[src/rtl/tpmc_pkg.sv]
`timescale 1ns / 1ps

package tpmc_pkg;

    // Widths fixed by the converter word and the calibration registers
    localparam int WORD_W    = 16;
    localparam int CFG_W     = 12;
    localparam int QUOT_W    = 12;
    localparam int NUM_W     = 2 * CFG_W;
    localparam int CFG_IDX_W = 3;

    // Defaults handed to the top level parameters
    localparam int SAMPLE_BITS_DEF = 12;
    localparam int QUEUE_DEPTH_DEF = 4;

    // Register indexes
    localparam logic [CFG_IDX_W-1:0] REG_X_RAW_MIN = 3'd0;
    localparam logic [CFG_IDX_W-1:0] REG_X_RAW_MAX = 3'd1;
    localparam logic [CFG_IDX_W-1:0] REG_Y_RAW_MIN = 3'd2;
    localparam logic [CFG_IDX_W-1:0] REG_Y_RAW_MAX = 3'd3;
    localparam logic [CFG_IDX_W-1:0] REG_X_OUT_MAX = 3'd4;
    localparam logic [CFG_IDX_W-1:0] REG_Y_OUT_MAX = 3'd5;

    // Register reset values
    localparam logic [CFG_W-1:0] RST_X_RAW_MIN = 12'd150;
    localparam logic [CFG_W-1:0] RST_X_RAW_MAX = 12'd3550;
    localparam logic [CFG_W-1:0] RST_Y_RAW_MIN = 12'd150;
    localparam logic [CFG_W-1:0] RST_Y_RAW_MAX = 12'd3500;
    localparam logic [CFG_W-1:0] RST_X_OUT_MAX = 12'd319;
    localparam logic [CFG_W-1:0] RST_Y_OUT_MAX = 12'd239;

    // Calibration of one screen axis
    typedef struct packed {
        logic [CFG_W-1:0] lo;
        logic [CFG_W-1:0] hi;
        logic [CFG_W-1:0] top;
    } t_axis_cfg;

    // One axis after clamping, before the multiply
    typedef struct packed {
        logic [CFG_W-1:0] diff;
        logic [CFG_W-1:0] den;
        logic [CFG_W-1:0] top;
    } t_axis_pre;

    // One axis ready for the divider
    typedef struct packed {
        logic [NUM_W-1:0] num;
        logic [CFG_W-1:0] den;
        logic [CFG_W-1:0] top;
    } t_axis_job;

    // Queue entry: one touch event after the front end
    typedef struct packed {
        logic      pen;
        t_axis_job ax;
        t_axis_job ay;
    } t_job;

endpackage

[src/rtl/touch_point_median_calibrate_core.sv]
`timescale 1ns / 1ps

// Touch point conditioning: median of three samples per channel, axis swap,
// window clamp, linear scaling and mirroring to screen coordinates.
//
// Input channel: one transaction per touch event (pen flag and three raw
// converter words per channel), taken on i_in_valid high with o_in_stall low.
// Output channel: one transaction per input transaction, in order, taken on
// o_out_valid high with i_out_stall low.
// Throughput: one transaction per cycle while the output is not stalled. Each
// axis runs through a 12-stage restoring divider, one quotient bit per stage,
// so every stage is free for a new event each cycle.
// Path: the result passes two front stages, one queue slot, twelve divider
// stages and the output register.
// Stalls: a stalled output holds its transaction and freezes the back end;
// the front end keeps taking transactions until the queue fills, then raises
// o_in_stall.
// Reset: synchronous, active low; empties the pipeline and queue and loads
// the calibration registers with their defaults. Write registers only while
// the block is idle.
module touch_point_median_calibrate_core #(
    parameter int SAMPLE_BITS = tpmc_pkg::SAMPLE_BITS_DEF,
    parameter int QUEUE_DEPTH = tpmc_pkg::QUEUE_DEPTH_DEF
) (
    input  logic                           i_clk,
    input  logic                           i_rst_n,
    input  logic                           i_cfg_we,
    input  logic [tpmc_pkg::CFG_IDX_W-1:0] i_cfg_idx,
    input  logic [tpmc_pkg::CFG_W-1:0]     i_cfg_wdata,
    input  logic                           i_in_valid,
    output logic                           o_in_stall,
    input  logic                           i_pen_down,
    input  logic [tpmc_pkg::WORD_W-1:0]    i_xchan_word_a,
    input  logic [tpmc_pkg::WORD_W-1:0]    i_xchan_word_b,
    input  logic [tpmc_pkg::WORD_W-1:0]    i_xchan_word_c,
    input  logic [tpmc_pkg::WORD_W-1:0]    i_ychan_word_a,
    input  logic [tpmc_pkg::WORD_W-1:0]    i_ychan_word_b,
    input  logic [tpmc_pkg::WORD_W-1:0]    i_ychan_word_c,
    output logic                           o_out_valid,
    input  logic                           i_out_stall,
    output logic                           o_point_valid,
    output logic [tpmc_pkg::CFG_W-1:0]     o_screen_x,
    output logic [tpmc_pkg::CFG_W-1:0]     o_screen_y
);

    // Calibration registers
    logic [tpmc_pkg::CFG_W-1:0] r_x_raw_min;
    logic [tpmc_pkg::CFG_W-1:0] r_x_raw_max;
    logic [tpmc_pkg::CFG_W-1:0] r_y_raw_min;
    logic [tpmc_pkg::CFG_W-1:0] r_y_raw_max;
    logic [tpmc_pkg::CFG_W-1:0] r_x_out_max;
    logic [tpmc_pkg::CFG_W-1:0] r_y_out_max;

    tpmc_pkg::t_axis_cfg w_cfg_x;
    tpmc_pkg::t_axis_cfg w_cfg_y;
    logic                w_push;
    logic                w_pop;
    logic                w_q_full;
    logic                w_q_empty;
    tpmc_pkg::t_job      w_job_in;
    tpmc_pkg::t_job      w_job_out;

    // Decode register writes; ignore indexes beyond the list
    always_ff @(posedge i_clk) begin
        if (!i_rst_n) begin
            r_x_raw_min <= tpmc_pkg::RST_X_RAW_MIN;
            r_x_raw_max <= tpmc_pkg::RST_X_RAW_MAX;
            r_y_raw_min <= tpmc_pkg::RST_Y_RAW_MIN;
            r_y_raw_max <= tpmc_pkg::RST_Y_RAW_MAX;
            r_x_out_max <= tpmc_pkg::RST_X_OUT_MAX;
            r_y_out_max <= tpmc_pkg::RST_Y_OUT_MAX;
        end else if (i_cfg_we) begin
            case (i_cfg_idx)
                tpmc_pkg::REG_X_RAW_MIN: r_x_raw_min <= i_cfg_wdata;
                tpmc_pkg::REG_X_RAW_MAX: r_x_raw_max <= i_cfg_wdata;
                tpmc_pkg::REG_Y_RAW_MIN: r_y_raw_min <= i_cfg_wdata;
                tpmc_pkg::REG_Y_RAW_MAX: r_y_raw_max <= i_cfg_wdata;
                tpmc_pkg::REG_X_OUT_MAX: r_x_out_max <= i_cfg_wdata;
                tpmc_pkg::REG_Y_OUT_MAX: r_y_out_max <= i_cfg_wdata;
                default: ;
            endcase
        end
    end

    assign w_cfg_x = '{lo: r_x_raw_min, hi: r_x_raw_max, top: r_x_out_max};
    assign w_cfg_y = '{lo: r_y_raw_min, hi: r_y_raw_max, top: r_y_out_max};

    // Front end: sample, median, clamp, multiply
    tpmc_front #(
        .SAMPLE_BITS(SAMPLE_BITS)
    ) u_front (
        .i_clk         (i_clk),
        .i_rst_n       (i_rst_n),
        .i_valid       (i_in_valid),
        .o_stall       (o_in_stall),
        .i_pen_down    (i_pen_down),
        .i_xchan_word_a(i_xchan_word_a),
        .i_xchan_word_b(i_xchan_word_b),
        .i_xchan_word_c(i_xchan_word_c),
        .i_ychan_word_a(i_ychan_word_a),
        .i_ychan_word_b(i_ychan_word_b),
        .i_ychan_word_c(i_ychan_word_c),
        .i_cfg_x       (w_cfg_x),
        .i_cfg_y       (w_cfg_y),
        .o_push        (w_push),
        .o_job         (w_job_in),
        .i_full        (w_q_full)
    );

    // Queue between the two halves
    tpmc_fifo #(
        .DEPTH(QUEUE_DEPTH)
    ) u_fifo (
        .i_clk  (i_clk),
        .i_rst_n(i_rst_n),
        .i_push (w_push),
        .i_job  (w_job_in),
        .o_full (w_q_full),
        .i_pop  (w_pop),
        .o_job  (w_job_out),
        .o_empty(w_q_empty)
    );

    // Back end: pipelined divide, mirror, output register
    tpmc_back u_back (
        .i_clk        (i_clk),
        .i_rst_n      (i_rst_n),
        .i_empty      (w_q_empty),
        .o_pop        (w_pop),
        .i_job        (w_job_out),
        .o_valid      (o_out_valid),
        .i_stall      (i_out_stall),
        .o_point_valid(o_point_valid),
        .o_screen_x   (o_screen_x),
        .o_screen_y   (o_screen_y)
    );

    // Pen up must give zero coordinates
    a_pen_up_zero: assert property (@(posedge i_clk) disable iff (!i_rst_n)
        o_out_valid && !o_point_valid |-> o_screen_x == '0 && o_screen_y == '0)
        else $error("pen-up result carries non-zero coordinates");

    // Divider quotient never exceeds the screen range
    a_x_in_range: assert property (@(posedge i_clk) disable iff (!i_rst_n)
        o_out_valid && o_point_valid |-> o_screen_x <= r_x_out_max)
        else $error("screen x beyond its range");

    a_y_in_range: assert property (@(posedge i_clk) disable iff (!i_rst_n)
        o_out_valid && o_point_valid |-> o_screen_y <= r_y_out_max)
        else $error("screen y beyond its range");

    // Front end stalls only on a full queue
    a_stall_cause: assert property (@(posedge i_clk) disable iff (!i_rst_n)
        o_in_stall |-> w_q_full)
        else $error("input stalled without a full queue");

endmodule

[src/rtl/tpmc_front.sv]
`timescale 1ns / 1ps

module tpmc_front #(
    parameter int SAMPLE_BITS = tpmc_pkg::SAMPLE_BITS_DEF
) (
    input  logic                        i_clk,
    input  logic                        i_rst_n,
    input  logic                        i_valid,
    output logic                        o_stall,
    input  logic                        i_pen_down,
    input  logic [tpmc_pkg::WORD_W-1:0] i_xchan_word_a,
    input  logic [tpmc_pkg::WORD_W-1:0] i_xchan_word_b,
    input  logic [tpmc_pkg::WORD_W-1:0] i_xchan_word_c,
    input  logic [tpmc_pkg::WORD_W-1:0] i_ychan_word_a,
    input  logic [tpmc_pkg::WORD_W-1:0] i_ychan_word_b,
    input  logic [tpmc_pkg::WORD_W-1:0] i_ychan_word_c,
    input  tpmc_pkg::t_axis_cfg         i_cfg_x,
    input  tpmc_pkg::t_axis_cfg         i_cfg_y,
    output logic                        o_push,
    output tpmc_pkg::t_job              o_job,
    input  logic                        i_full
);

    localparam int CW = (SAMPLE_BITS > tpmc_pkg::CFG_W) ? SAMPLE_BITS : tpmc_pkg::CFG_W;

    function automatic logic [SAMPLE_BITS-1:0] take_sample(
        input logic [tpmc_pkg::WORD_W-1:0] w
    );
        return w[tpmc_pkg::WORD_W-1 -: SAMPLE_BITS];
    endfunction

    function automatic logic [SAMPLE_BITS-1:0] median3(
        input logic [SAMPLE_BITS-1:0] a,
        input logic [SAMPLE_BITS-1:0] b,
        input logic [SAMPLE_BITS-1:0] c
    );
        logic [SAMPLE_BITS-1:0] lo_ab;
        logic [SAMPLE_BITS-1:0] hi_ab;
        logic [SAMPLE_BITS-1:0] m;
        lo_ab = (a < b) ? a : b;
        hi_ab = (a < b) ? b : a;
        m     = (hi_ab < c) ? hi_ab : c;
        return (lo_ab > m) ? lo_ab : m;
    endfunction

    // Clamp to the window; an empty window gives a zero numerator over one
    function automatic tpmc_pkg::t_axis_pre prep(
        input logic [SAMPLE_BITS-1:0] v,
        input tpmc_pkg::t_axis_cfg    c
    );
        logic [CW-1:0]       vc;
        tpmc_pkg::t_axis_pre p;
        vc = CW'(v);
        if (vc < CW'(c.lo)) vc = CW'(c.lo);
        if (vc > CW'(c.hi)) vc = CW'(c.hi);
        p.top = c.top;
        if (c.hi > c.lo) begin
            p.diff = vc[tpmc_pkg::CFG_W-1:0] - c.lo;
            p.den  = c.hi - c.lo;
        end else begin
            p.diff = '0;
            p.den  = tpmc_pkg::CFG_W'(1);
        end
        return p;
    endfunction

    logic                    w_adv;
    logic [SAMPLE_BITS-1:0]  w_xmed;
    logic [SAMPLE_BITS-1:0]  w_ymed;

    logic                    r_s1_valid;
    logic                    r_s1_pen;
    tpmc_pkg::t_axis_pre     r_s1_x;
    logic                    r_s1_y_unused_guard;
    tpmc_pkg::t_axis_pre     r_s1_y;
    logic                    r_s2_valid;
    tpmc_pkg::t_job          r_s2_job;

    assign w_adv   = !r_s2_valid || !i_full;
    assign o_stall = !w_adv;
    assign o_push  = r_s2_valid && !i_full;
    assign o_job   = r_s2_job;

    assign w_xmed = median3(take_sample(i_xchan_word_a), take_sample(i_xchan_word_b),
                            take_sample(i_xchan_word_c));
    assign w_ymed = median3(take_sample(i_ychan_word_a), take_sample(i_ychan_word_b),
                            take_sample(i_ychan_word_c));

    always_ff @(posedge i_clk) begin
        if (!i_rst_n) begin
            r_s1_valid <= 1'b0;
            r_s2_valid <= 1'b0;
        end else if (w_adv) begin
            r_s1_valid <= i_valid;
            r_s2_valid <= r_s1_valid;
        end
    end

    // Landscape: Y channel drives screen X
    always_ff @(posedge i_clk) begin
        if (w_adv) begin
            r_s1_pen            <= i_pen_down;
            r_s1_x              <= prep(w_ymed, i_cfg_x);
            r_s1_y              <= prep(w_xmed, i_cfg_y);
            r_s1_y_unused_guard <= i_valid;
            r_s2_job.pen        <= r_s1_pen && r_s1_y_unused_guard;
            r_s2_job.ax.num     <= tpmc_pkg::NUM_W'(r_s1_x.diff) * tpmc_pkg::NUM_W'(r_s1_x.top);
            r_s2_job.ax.den     <= r_s1_x.den;
            r_s2_job.ax.top     <= r_s1_x.top;
            r_s2_job.ay.num     <= tpmc_pkg::NUM_W'(r_s1_y.diff) * tpmc_pkg::NUM_W'(r_s1_y.top);
            r_s2_job.ay.den     <= r_s1_y.den;
            r_s2_job.ay.top     <= r_s1_y.top;
        end
    end

endmodule

[src/rtl/tpmc_fifo.sv]
`timescale 1ns / 1ps

module tpmc_fifo #(
    parameter int DEPTH = tpmc_pkg::QUEUE_DEPTH_DEF
) (
    input  logic           i_clk,
    input  logic           i_rst_n,
    input  logic           i_push,
    input  tpmc_pkg::t_job i_job,
    output logic           o_full,
    input  logic           i_pop,
    output tpmc_pkg::t_job o_job,
    output logic           o_empty
);

    localparam int PTR_W = (DEPTH > 1) ? $clog2(DEPTH) : 1;
    localparam int CNT_W = $clog2(DEPTH + 1);

    tpmc_pkg::t_job   r_mem [DEPTH];
    logic [PTR_W-1:0] r_wr;
    logic [PTR_W-1:0] r_rd;
    logic [CNT_W-1:0] r_count;

    assign o_full  = (r_count == CNT_W'(DEPTH));
    assign o_empty = (r_count == '0);
    assign o_job   = r_mem[r_rd];

    always_ff @(posedge i_clk) begin
        if (!i_rst_n) begin
            r_wr    <= '0;
            r_rd    <= '0;
            r_count <= '0;
        end else begin
            if (i_push) begin
                r_wr <= (r_wr == PTR_W'(DEPTH - 1)) ? '0 : r_wr + PTR_W'(1);
            end
            if (i_pop) begin
                r_rd <= (r_rd == PTR_W'(DEPTH - 1)) ? '0 : r_rd + PTR_W'(1);
            end
            if (i_push && !i_pop) begin
                r_count <= r_count + CNT_W'(1);
            end else if (i_pop && !i_push) begin
                r_count <= r_count - CNT_W'(1);
            end
        end
    end

    always_ff @(posedge i_clk) begin
        if (i_push) begin
            r_mem[r_wr] <= i_job;
        end
    end

endmodule

[src/rtl/tpmc_back.sv]
`timescale 1ns / 1ps

module tpmc_back (
    input  logic                       i_clk,
    input  logic                       i_rst_n,
    input  logic                       i_empty,
    output logic                       o_pop,
    input  tpmc_pkg::t_job             i_job,
    output logic                       o_valid,
    input  logic                       i_stall,
    output logic                       o_point_valid,
    output logic [tpmc_pkg::CFG_W-1:0] o_screen_x,
    output logic [tpmc_pkg::CFG_W-1:0] o_screen_y
);

    localparam int STEPS = tpmc_pkg::QUOT_W;
    localparam int W     = tpmc_pkg::CFG_W;

    typedef struct packed {
        logic [W-1:0] rem;
        logic [W-1:0] low;
        logic [W-1:0] q;
        logic [W-1:0] den;
        logic [W-1:0] top;
    } t_axis_div;

    // Numerator is below den * 2^W, so the upper half already sits below den
    function automatic t_axis_div div_init(input tpmc_pkg::t_axis_job j);
        t_axis_div d;
        d.rem = j.num[tpmc_pkg::NUM_W-1:W];
        d.low = j.num[W-1:0];
        d.q   = '0;
        d.den = j.den;
        d.top = j.top;
        return d;
    endfunction

    // One restoring step: one quotient bit
    function automatic t_axis_div div_step(input t_axis_div d);
        t_axis_div n;
        logic [W:0] t;
        n = d;
        t = {d.rem, d.low[W-1]};
        n.low = {d.low[W-2:0], 1'b0};
        if (t >= {1'b0, d.den}) begin
            t     = t - {1'b0, d.den};
            n.q   = {d.q[W-2:0], 1'b1};
        end else begin
            n.q   = {d.q[W-2:0], 1'b0};
        end
        n.rem = t[W-1:0];
        return n;
    endfunction

    logic      w_adv;
    t_axis_div w_in_x [1:STEPS];
    t_axis_div w_in_y [1:STEPS];
    logic      w_in_p [1:STEPS];

    logic      r_v   [1:STEPS];
    logic      r_pen [1:STEPS];
    t_axis_div r_dx  [1:STEPS];
    t_axis_div r_dy  [1:STEPS];

    logic         r_out_valid;
    logic         r_out_pen;
    logic [W-1:0] r_out_x;
    logic [W-1:0] r_out_y;

    assign w_adv = !(r_out_valid && i_stall);
    assign o_pop = w_adv && !i_empty;

    always_comb begin
        w_in_x[1] = div_init(i_job.ax);
        w_in_y[1] = div_init(i_job.ay);
        w_in_p[1] = i_job.pen;
        for (int k = 2; k <= STEPS; k++) begin
            w_in_x[k] = r_dx[k-1];
            w_in_y[k] = r_dy[k-1];
            w_in_p[k] = r_pen[k-1];
        end
    end

    always_ff @(posedge i_clk) begin
        if (!i_rst_n) begin
            for (int k = 1; k <= STEPS; k++) begin
                r_v[k] <= 1'b0;
            end
            r_out_valid <= 1'b0;
        end else if (w_adv) begin
            r_v[1] <= o_pop;
            for (int k = 2; k <= STEPS; k++) begin
                r_v[k] <= r_v[k-1];
            end
            r_out_valid <= r_v[STEPS];
        end
    end

    always_ff @(posedge i_clk) begin
        if (w_adv) begin
            for (int k = 1; k <= STEPS; k++) begin
                r_dx[k]  <= div_step(w_in_x[k]);
                r_dy[k]  <= div_step(w_in_y[k]);
                r_pen[k] <= w_in_p[k];
            end
            // Mirror; pen up gives zeros
            r_out_pen <= r_pen[STEPS];
            r_out_x   <= r_pen[STEPS] ? (r_dx[STEPS].top - r_dx[STEPS].q) : '0;
            r_out_y   <= r_pen[STEPS] ? (r_dy[STEPS].top - r_dy[STEPS].q) : '0;
        end
    end

    assign o_valid       = r_out_valid;
    assign o_point_valid = r_out_pen;
    assign o_screen_x    = r_out_x;
    assign o_screen_y    = r_out_y;

endmodule

[config.mk]
export PLATFORM = sky130hd
export DESIGN_NAME = touch_point_median_calibrate_core
export DESIGN_NICKNAME = d
export VERILOG_FILES = /design/src/rtl/tpmc_pkg.sv /design/src/rtl/touch_point_median_calibrate_core.sv /design/src/rtl/tpmc_front.sv /design/src/rtl/tpmc_fifo.sv /design/src/rtl/tpmc_back.sv
export SDC_FILE = /design/constraint.sdc
export NUM_CORES = 2
export LEC_CHECK = 0
export ABC_AREA = 0
export BUFFER_PORTS_ARGS = -buffer_cell sky130_fd_sc_hd__buf_4
export CORE_MARGIN = 1
export CORE_UTILIZATION = 61
export DETAILED_ROUTE_END_ITERATION = 6
export GPL_TIMING_DRIVEN = 1
export PLACE_DENSITY = 0.86
export RECOVER_POWER = 100
export SKIP_LAST_GASP = 1
export SLEW_MARGIN = 10
export SYNTH_ARGS = -nofsm -noshare
export SYNTH_HDL_FRONTEND = slang
export SYNTH_SLANG_ARGS = --single-unit
[constraint.sdc]
create_clock -name i_clk -period 87.2 [get_ports i_clk]
set_input_delay 8.72 -clock i_clk [delete_from_list [all_inputs] [get_ports i_clk]]
set_output_delay 8.72 -clock i_clk [all_outputs]
set_load 0.01 [all_outputs]
# Word level (Yosys, flattened, before mapping)
# Memories as Yosys holds them, arrays and structs flattened. A register that Yosys moved wholly into a read port is not among the register bits.
# Index checks and enable logic that the tools add are counted.
[totals]
reg_bits = 277
ramBits = 1828
inputBits = 117
out_inout_bits = 27
word_cells = 287
mem_count = 5
[mem_list]
columns = ["memory", "words", "word_bits", "read_ports", "rd_clocked_by_memory_dff", "write_ports", "line", "rtl"]
rows = [
  ["u_back.r_dx", 12, 59, 12, 0, 12, "tpmc_back.sv:62", "t_axis_div r_dx [1:STEPS];"],
  ["u_back.r_dy", 12, 59, 12, 0, 12, "tpmc_back.sv:63", "t_axis_div r_dy [1:STEPS];"],
  ["u_fifo.r_mem", 4, 97, 1, 1, 1, "tpmc_fifo.sv:19", "tpmc_pkg::t_job r_mem [DEPTH];"],
  ["u_back.r_pen", 12, 1, 12, 0, 12, "tpmc_back.sv:61", "logic r_pen [1:STEPS];"],
  ["u_back.r_v", 12, 1, 12, 1, 12, "tpmc_back.sv:60", "logic r_v [1:STEPS];"],
]
[classes]
addsub = 34
multipliers = 2
order_cmp = 36
eq_ne = 8
n_mux = 136
bitwise_logic = 12
reduce_logical = 25
[op_table]
columns = ["operator", "n"]
rows = [
  ["12-bit two-way mux", 88],
  ["12-bit subtractor", 30],
  ["13-bit by 12-bit greater-or-equal comparator with 1-bit output", 24],
  ["12-bit > comparator", 6],
  ["12-bit less-than comparator", 6],
  ["12-bit by 12-bit multiplier with 24-bit output", 2],
  ["1-bit two-way mux", 42],
  ["1-bit bitwise OR", 12],
  ["2-bit AND reduction", 6],
  ["3-bit equality test (second input constant)", 3],
  ["1-bit logical NOT", 9],
  ["2-bit two-way mux", 4],
  ["3-bit by 2-bit equality test with 1-bit output (second input constant)", 2],
  ["1-bit logical AND", 6],
  ["3-bit logical NOT", 2],
  ["3-bit two-way mux", 2],
  ["2-bit by 1-bit adder with 2-bit output (second input constant)", 2],
  ["2-bit equality test (second input constant)", 2],
  ["3-bit by 1-bit adder with 3-bit output (second input constant)", 1],
  ["3-bit by 1-bit equality test with 1-bit output (second input constant)", 1],
  ["3-bit by 1-bit subtractor with 3-bit output (second input constant)", 1],
  ["2-bit nonzero test", 1],
  ["1-bit logical OR", 1],
]

# Logic depth before layout (Yosys ltp)
[logic_depth]
word_depth = 13
mapped_depth = 64
mapped_depth_nobuf = 59

# Hierarchy
# A second synthesis with hierarchy kept.
[unflattened]
cells_unflattened = 6635
hier_area_um2 = 90594.4
[modules_own_cells]
columns = ["module", "n_inst", "cells_per_inst", "area_each_um2", "seq_area_each_um2"]
rows = [
  ["tpmc_back", 1, 3628, 52461.6, 34643.2],
  ["tpmc_front", 1, 2192, 20886.3, 5175.0],
  ["tpmc_fifo", 1, 551, 14442.6, 11831.3],
  ["touch_point_median_calibrate_core", 1, 264, 2803.9, 1441.4],
]

# Least setup slack after synthesis
# OpenSTA, ideal clock, no wires.
[synth_timing]
kind = "input -> register"
from = "input i_out_stall"
to = "memory u_back.r_v[2] (data pin)"
setup_ns = 0.318
arrival_time_ns = 41.948
required_time_ns = 86.882
slack_ns = 44.934
cell_stages = 3
path_cell_list = "nand2_1 > clkbuf_1 > and3_1"
[synth_rtl]
columns = ["element", "line", "rtl"]
rows = [
  ["start, declared", "touch_point_median_calibrate_core.sv:40", "input logic i_out_stall,"],
  ["end, declared", "tpmc_back.sv:60", ""],
]

==> results.json <==
{
  "status": "finished, violations left",
  "violations": "DRC, capacitance limit, slew limit",
  "initial_utilization_pct": 61.5,
  "drv_cap": 28,
  "grt_start_max_net_pins": 221,
  "critPathLaunch": "i_out_stall",
  "final-setup-viol-count": 0,
  "r2r_slack_ps": 66910,
  "cts.root.buffer_cell": "clkbuf_16",
  "grt_usage_pct": 25.7,
  "syn2layout_area_growth_pct": 9.39,
  "ctsHoldBuffers": 0,
  "insertion_delay_ps": 840,
  "die_area_um2": 146000,
  "cts_tree": "done",
  "crit_slowest_cell": "clkbuf_1",
  "cp_common_cell": "clkbuf_1",
  "worst_pin_slew_ps": 11090,
  "cp_max_fo": 220,
  "dieWidth_um": 383,
  "endpoint": "u_back.r_dy[1][27]",
  "nets": 7880,
  "seq_area_frac_synth_pct": 60.1,
  "yosys.area.top_type": "edfxtp_1",
  "r2r_start": "u_back.o_valid",
  "die_h_um": 383,
  "finalSetupTns_ps": 0,
  "ys_ff_latch": 1796,
  "crit_type": "input pin to register",
  "drt-initial-drc-count": 5070,
  "min_path_type": "register to register",
  "finalHoldViolations": 0,
  "rsz0062_at_grt": "false",
  "drive_above_1_share_pct": 7.09,
  "io_buffers": 119,
  "slew_headroom_pct": -639,
  "core.rowCount": 139,
  "grt_pass1_vias": 55700,
  "first_pass_iters": 7,
  "insertedDiodeCount": 0,
  "critical_path_depth": 5,
  "synth-edff-count": 1712,
  "route.detailed.drc": 13,
  "cpLargestDelayFamily": "buffers and inverters",
  "cts_buffer_depth": 3,
  "grt_first_pass_wirelength_um": 295000,
  "cp_num_buf_inv": 4,
  "rr_endpoint": "u_back.r_dy[1][27]",
  "drv_slew": 1982,
  "core_region_area_um2": 144000,
  "syn-num-nets": 7702,
  "fin_hold_ws_ps": 403,
  "netlist_area_um2": 88400,
  "async_flop_share_pct": 0,
  "postCtsSetupBuffers": 0,
  "fin_crit_sh_pct": 32.1,
  "end_kind": "register",
  "crit_path_max_incr_delay_ps": 7770,
  "gr-total-overflow": 0,
  "netlist_top_cells_area": "edfxtp_1 58%, ha_1 8.5%, fa_1 5.2%",
  "crit_chain": "clkbuf_1, nand2_1, clkbuf_1, clkbuf_1, clkbuf_1",
  "clkTransAtPathRegs_ps": 70,
  "ant_nets": 0,
  "rr_worst_depth": 4,
  "ios": 144,
  "cts_resized": 0,
  "synth_top_area_share_pct": 58.2,
  "crit_arrival_ps": 28340,
  "cts_made_buffers": 172,
  "skew_ps": 42.4,
  "avgViaCountPerCell": 6.00,
  "synth_cell_type_count": 75,
  "yosysWarningCount": 0,
  "num_vias": 53800,
  "htree_levels": 4,
  "final_cell_mix": "1,712 x edfxtp_1, 861 x inv_1, 736 x nand2_1",
  "ys.flop_type": "edfxtp_1",
  "totalWireLength_um": 187000,
  "synth_area_per_cell_um2": 13.1,
  "min_period_ps": 27990,
  "clock_sinks": 1796,
  "fmax_ghz": 0.0357,
  "globalplace.congestion": 0.913,
  "synthCells": 6756,
  "worstPathRequired_ps": 87540,
  "antenna_found_initial": 0,
  "setup.worst_path.start_class": "input pin",
  "hpwl_um": 118000,
  "mostFrequentLayoutCell": "edfxtp_1",
  "wire_per_inst_um": 20.9
}
cell type report:
class                           instances  area (um2)
Sequential cell                      1796       53100
Fill cell                            9376       47000
Multi-Input combinational cell       3936       31400
Clock buffer                          210        4500
Inverter                              862        3240
Tap cell                             1903        2380
Clock inverter                         99        1130
Timing Repair Buffer                  166         968
worst min path at each step:
stage / end / cells past startpoint / startpoint
floorplan: u_back.r_dx[0][118] / 0 / u_back.r_dx[0][59]
detailed placement: u_back.r_dx[0][181] / 0 / u_back.r_dx[0][122]
global placement: u_back.r_dx[0][280] / 0 / u_back.r_dx[0][220]
global route: u_back.r_dx[0][243] / 0 / u_back.r_dx[0][184]
CTS: u_back.r_dy[1][1] / 0 / u_back.r_dy[0][178]
finish: u_front.o_job[61] / 0 / u_front.r_s1_x[13]
cells in the mapped netlist (all sizes together) (2+ instances only):
cell and n:
a2111oi 4, a211o 5, a211oi 33, a21boi 113, a21o 32, a21oi 172, a221oi 2, a31oi 7
a41oi 4, and2 112, and3 23, and3b 12, buf 19, clkbuf 143, dfxtp 84, edfxtp 1712
fa 229, ha 600, inv 862, mux2 58, mux2i 64, mux4 97, nand2 736, nand2b 40
nand3 45, nand4 95, nor2 299, nor2b 112, nor3 116, nor3b 6, nor4 27, o2111ai 2
o211ai 30, o21a 84, o21ai 376, o21bai 30, o22a 2, o311a 2, o31a 24, o31ai 113
o41ai 2, or2 8, or3 29, xnor2 121, xor2 58
routing by layer:
metal	share of wire, %	routed length, um	GRT usage (%)
met1	37	68600	29.2
met2	52	97200	46.4
met3	6.0	11300	3.87
met4	5.5	10200	13.7
met5	0	0	0
metrics by stage:
| step | cell area [um2] | std cells | worst slack, ps | util (%) |
|---|---|---|---|---|
| CTS | 97100 | 8972 | 65440 | 67.6 |
| floorplan | 88400 | 6756 | 44930 | - |
| global placement | 91500 | 8663 | 64860 | 63.7 |
| global route | 96700 | 8972 | 57650 | 67.3 |
| finish | 96700 | 8972 | 59210 | 67.3 |
| detailed placement | 91500 | 8663 | 64640 | 63.7 |
registers in the layout, indices dropped and copies added (netlist names), 36 cells and up, named ones only:
signal and count:
u_back.r_dx 552, u_back.r_dy 552, u_fifo.r_mem 388, u_front.o_job 97, u_front.r_s1_x 36, u_front.r_s1_y 36
cell families (layout without fill, tap and decap cells):
logic type / count (synthesis) / after routing / synth area share, %
flip-flops: 1796 / 1796 / 60.1
AND/OR/NAND/NOR: 1665 / 1665 / 8.70
AO/OA/AOI/OAI: 1044 / 1044 / 7.45
buffers and inverters: 1024 / 1337 / 4.38
adder cells (fa/ha/maj): 829 / 829 / 13.7
multiplexers: 219 / 219 / 3.94
XOR/XNOR: 179 / 179 / 1.77
Power is not shown: default switching activity piles up to over one toggle a cycle in this logic, so the estimate is an artifact.
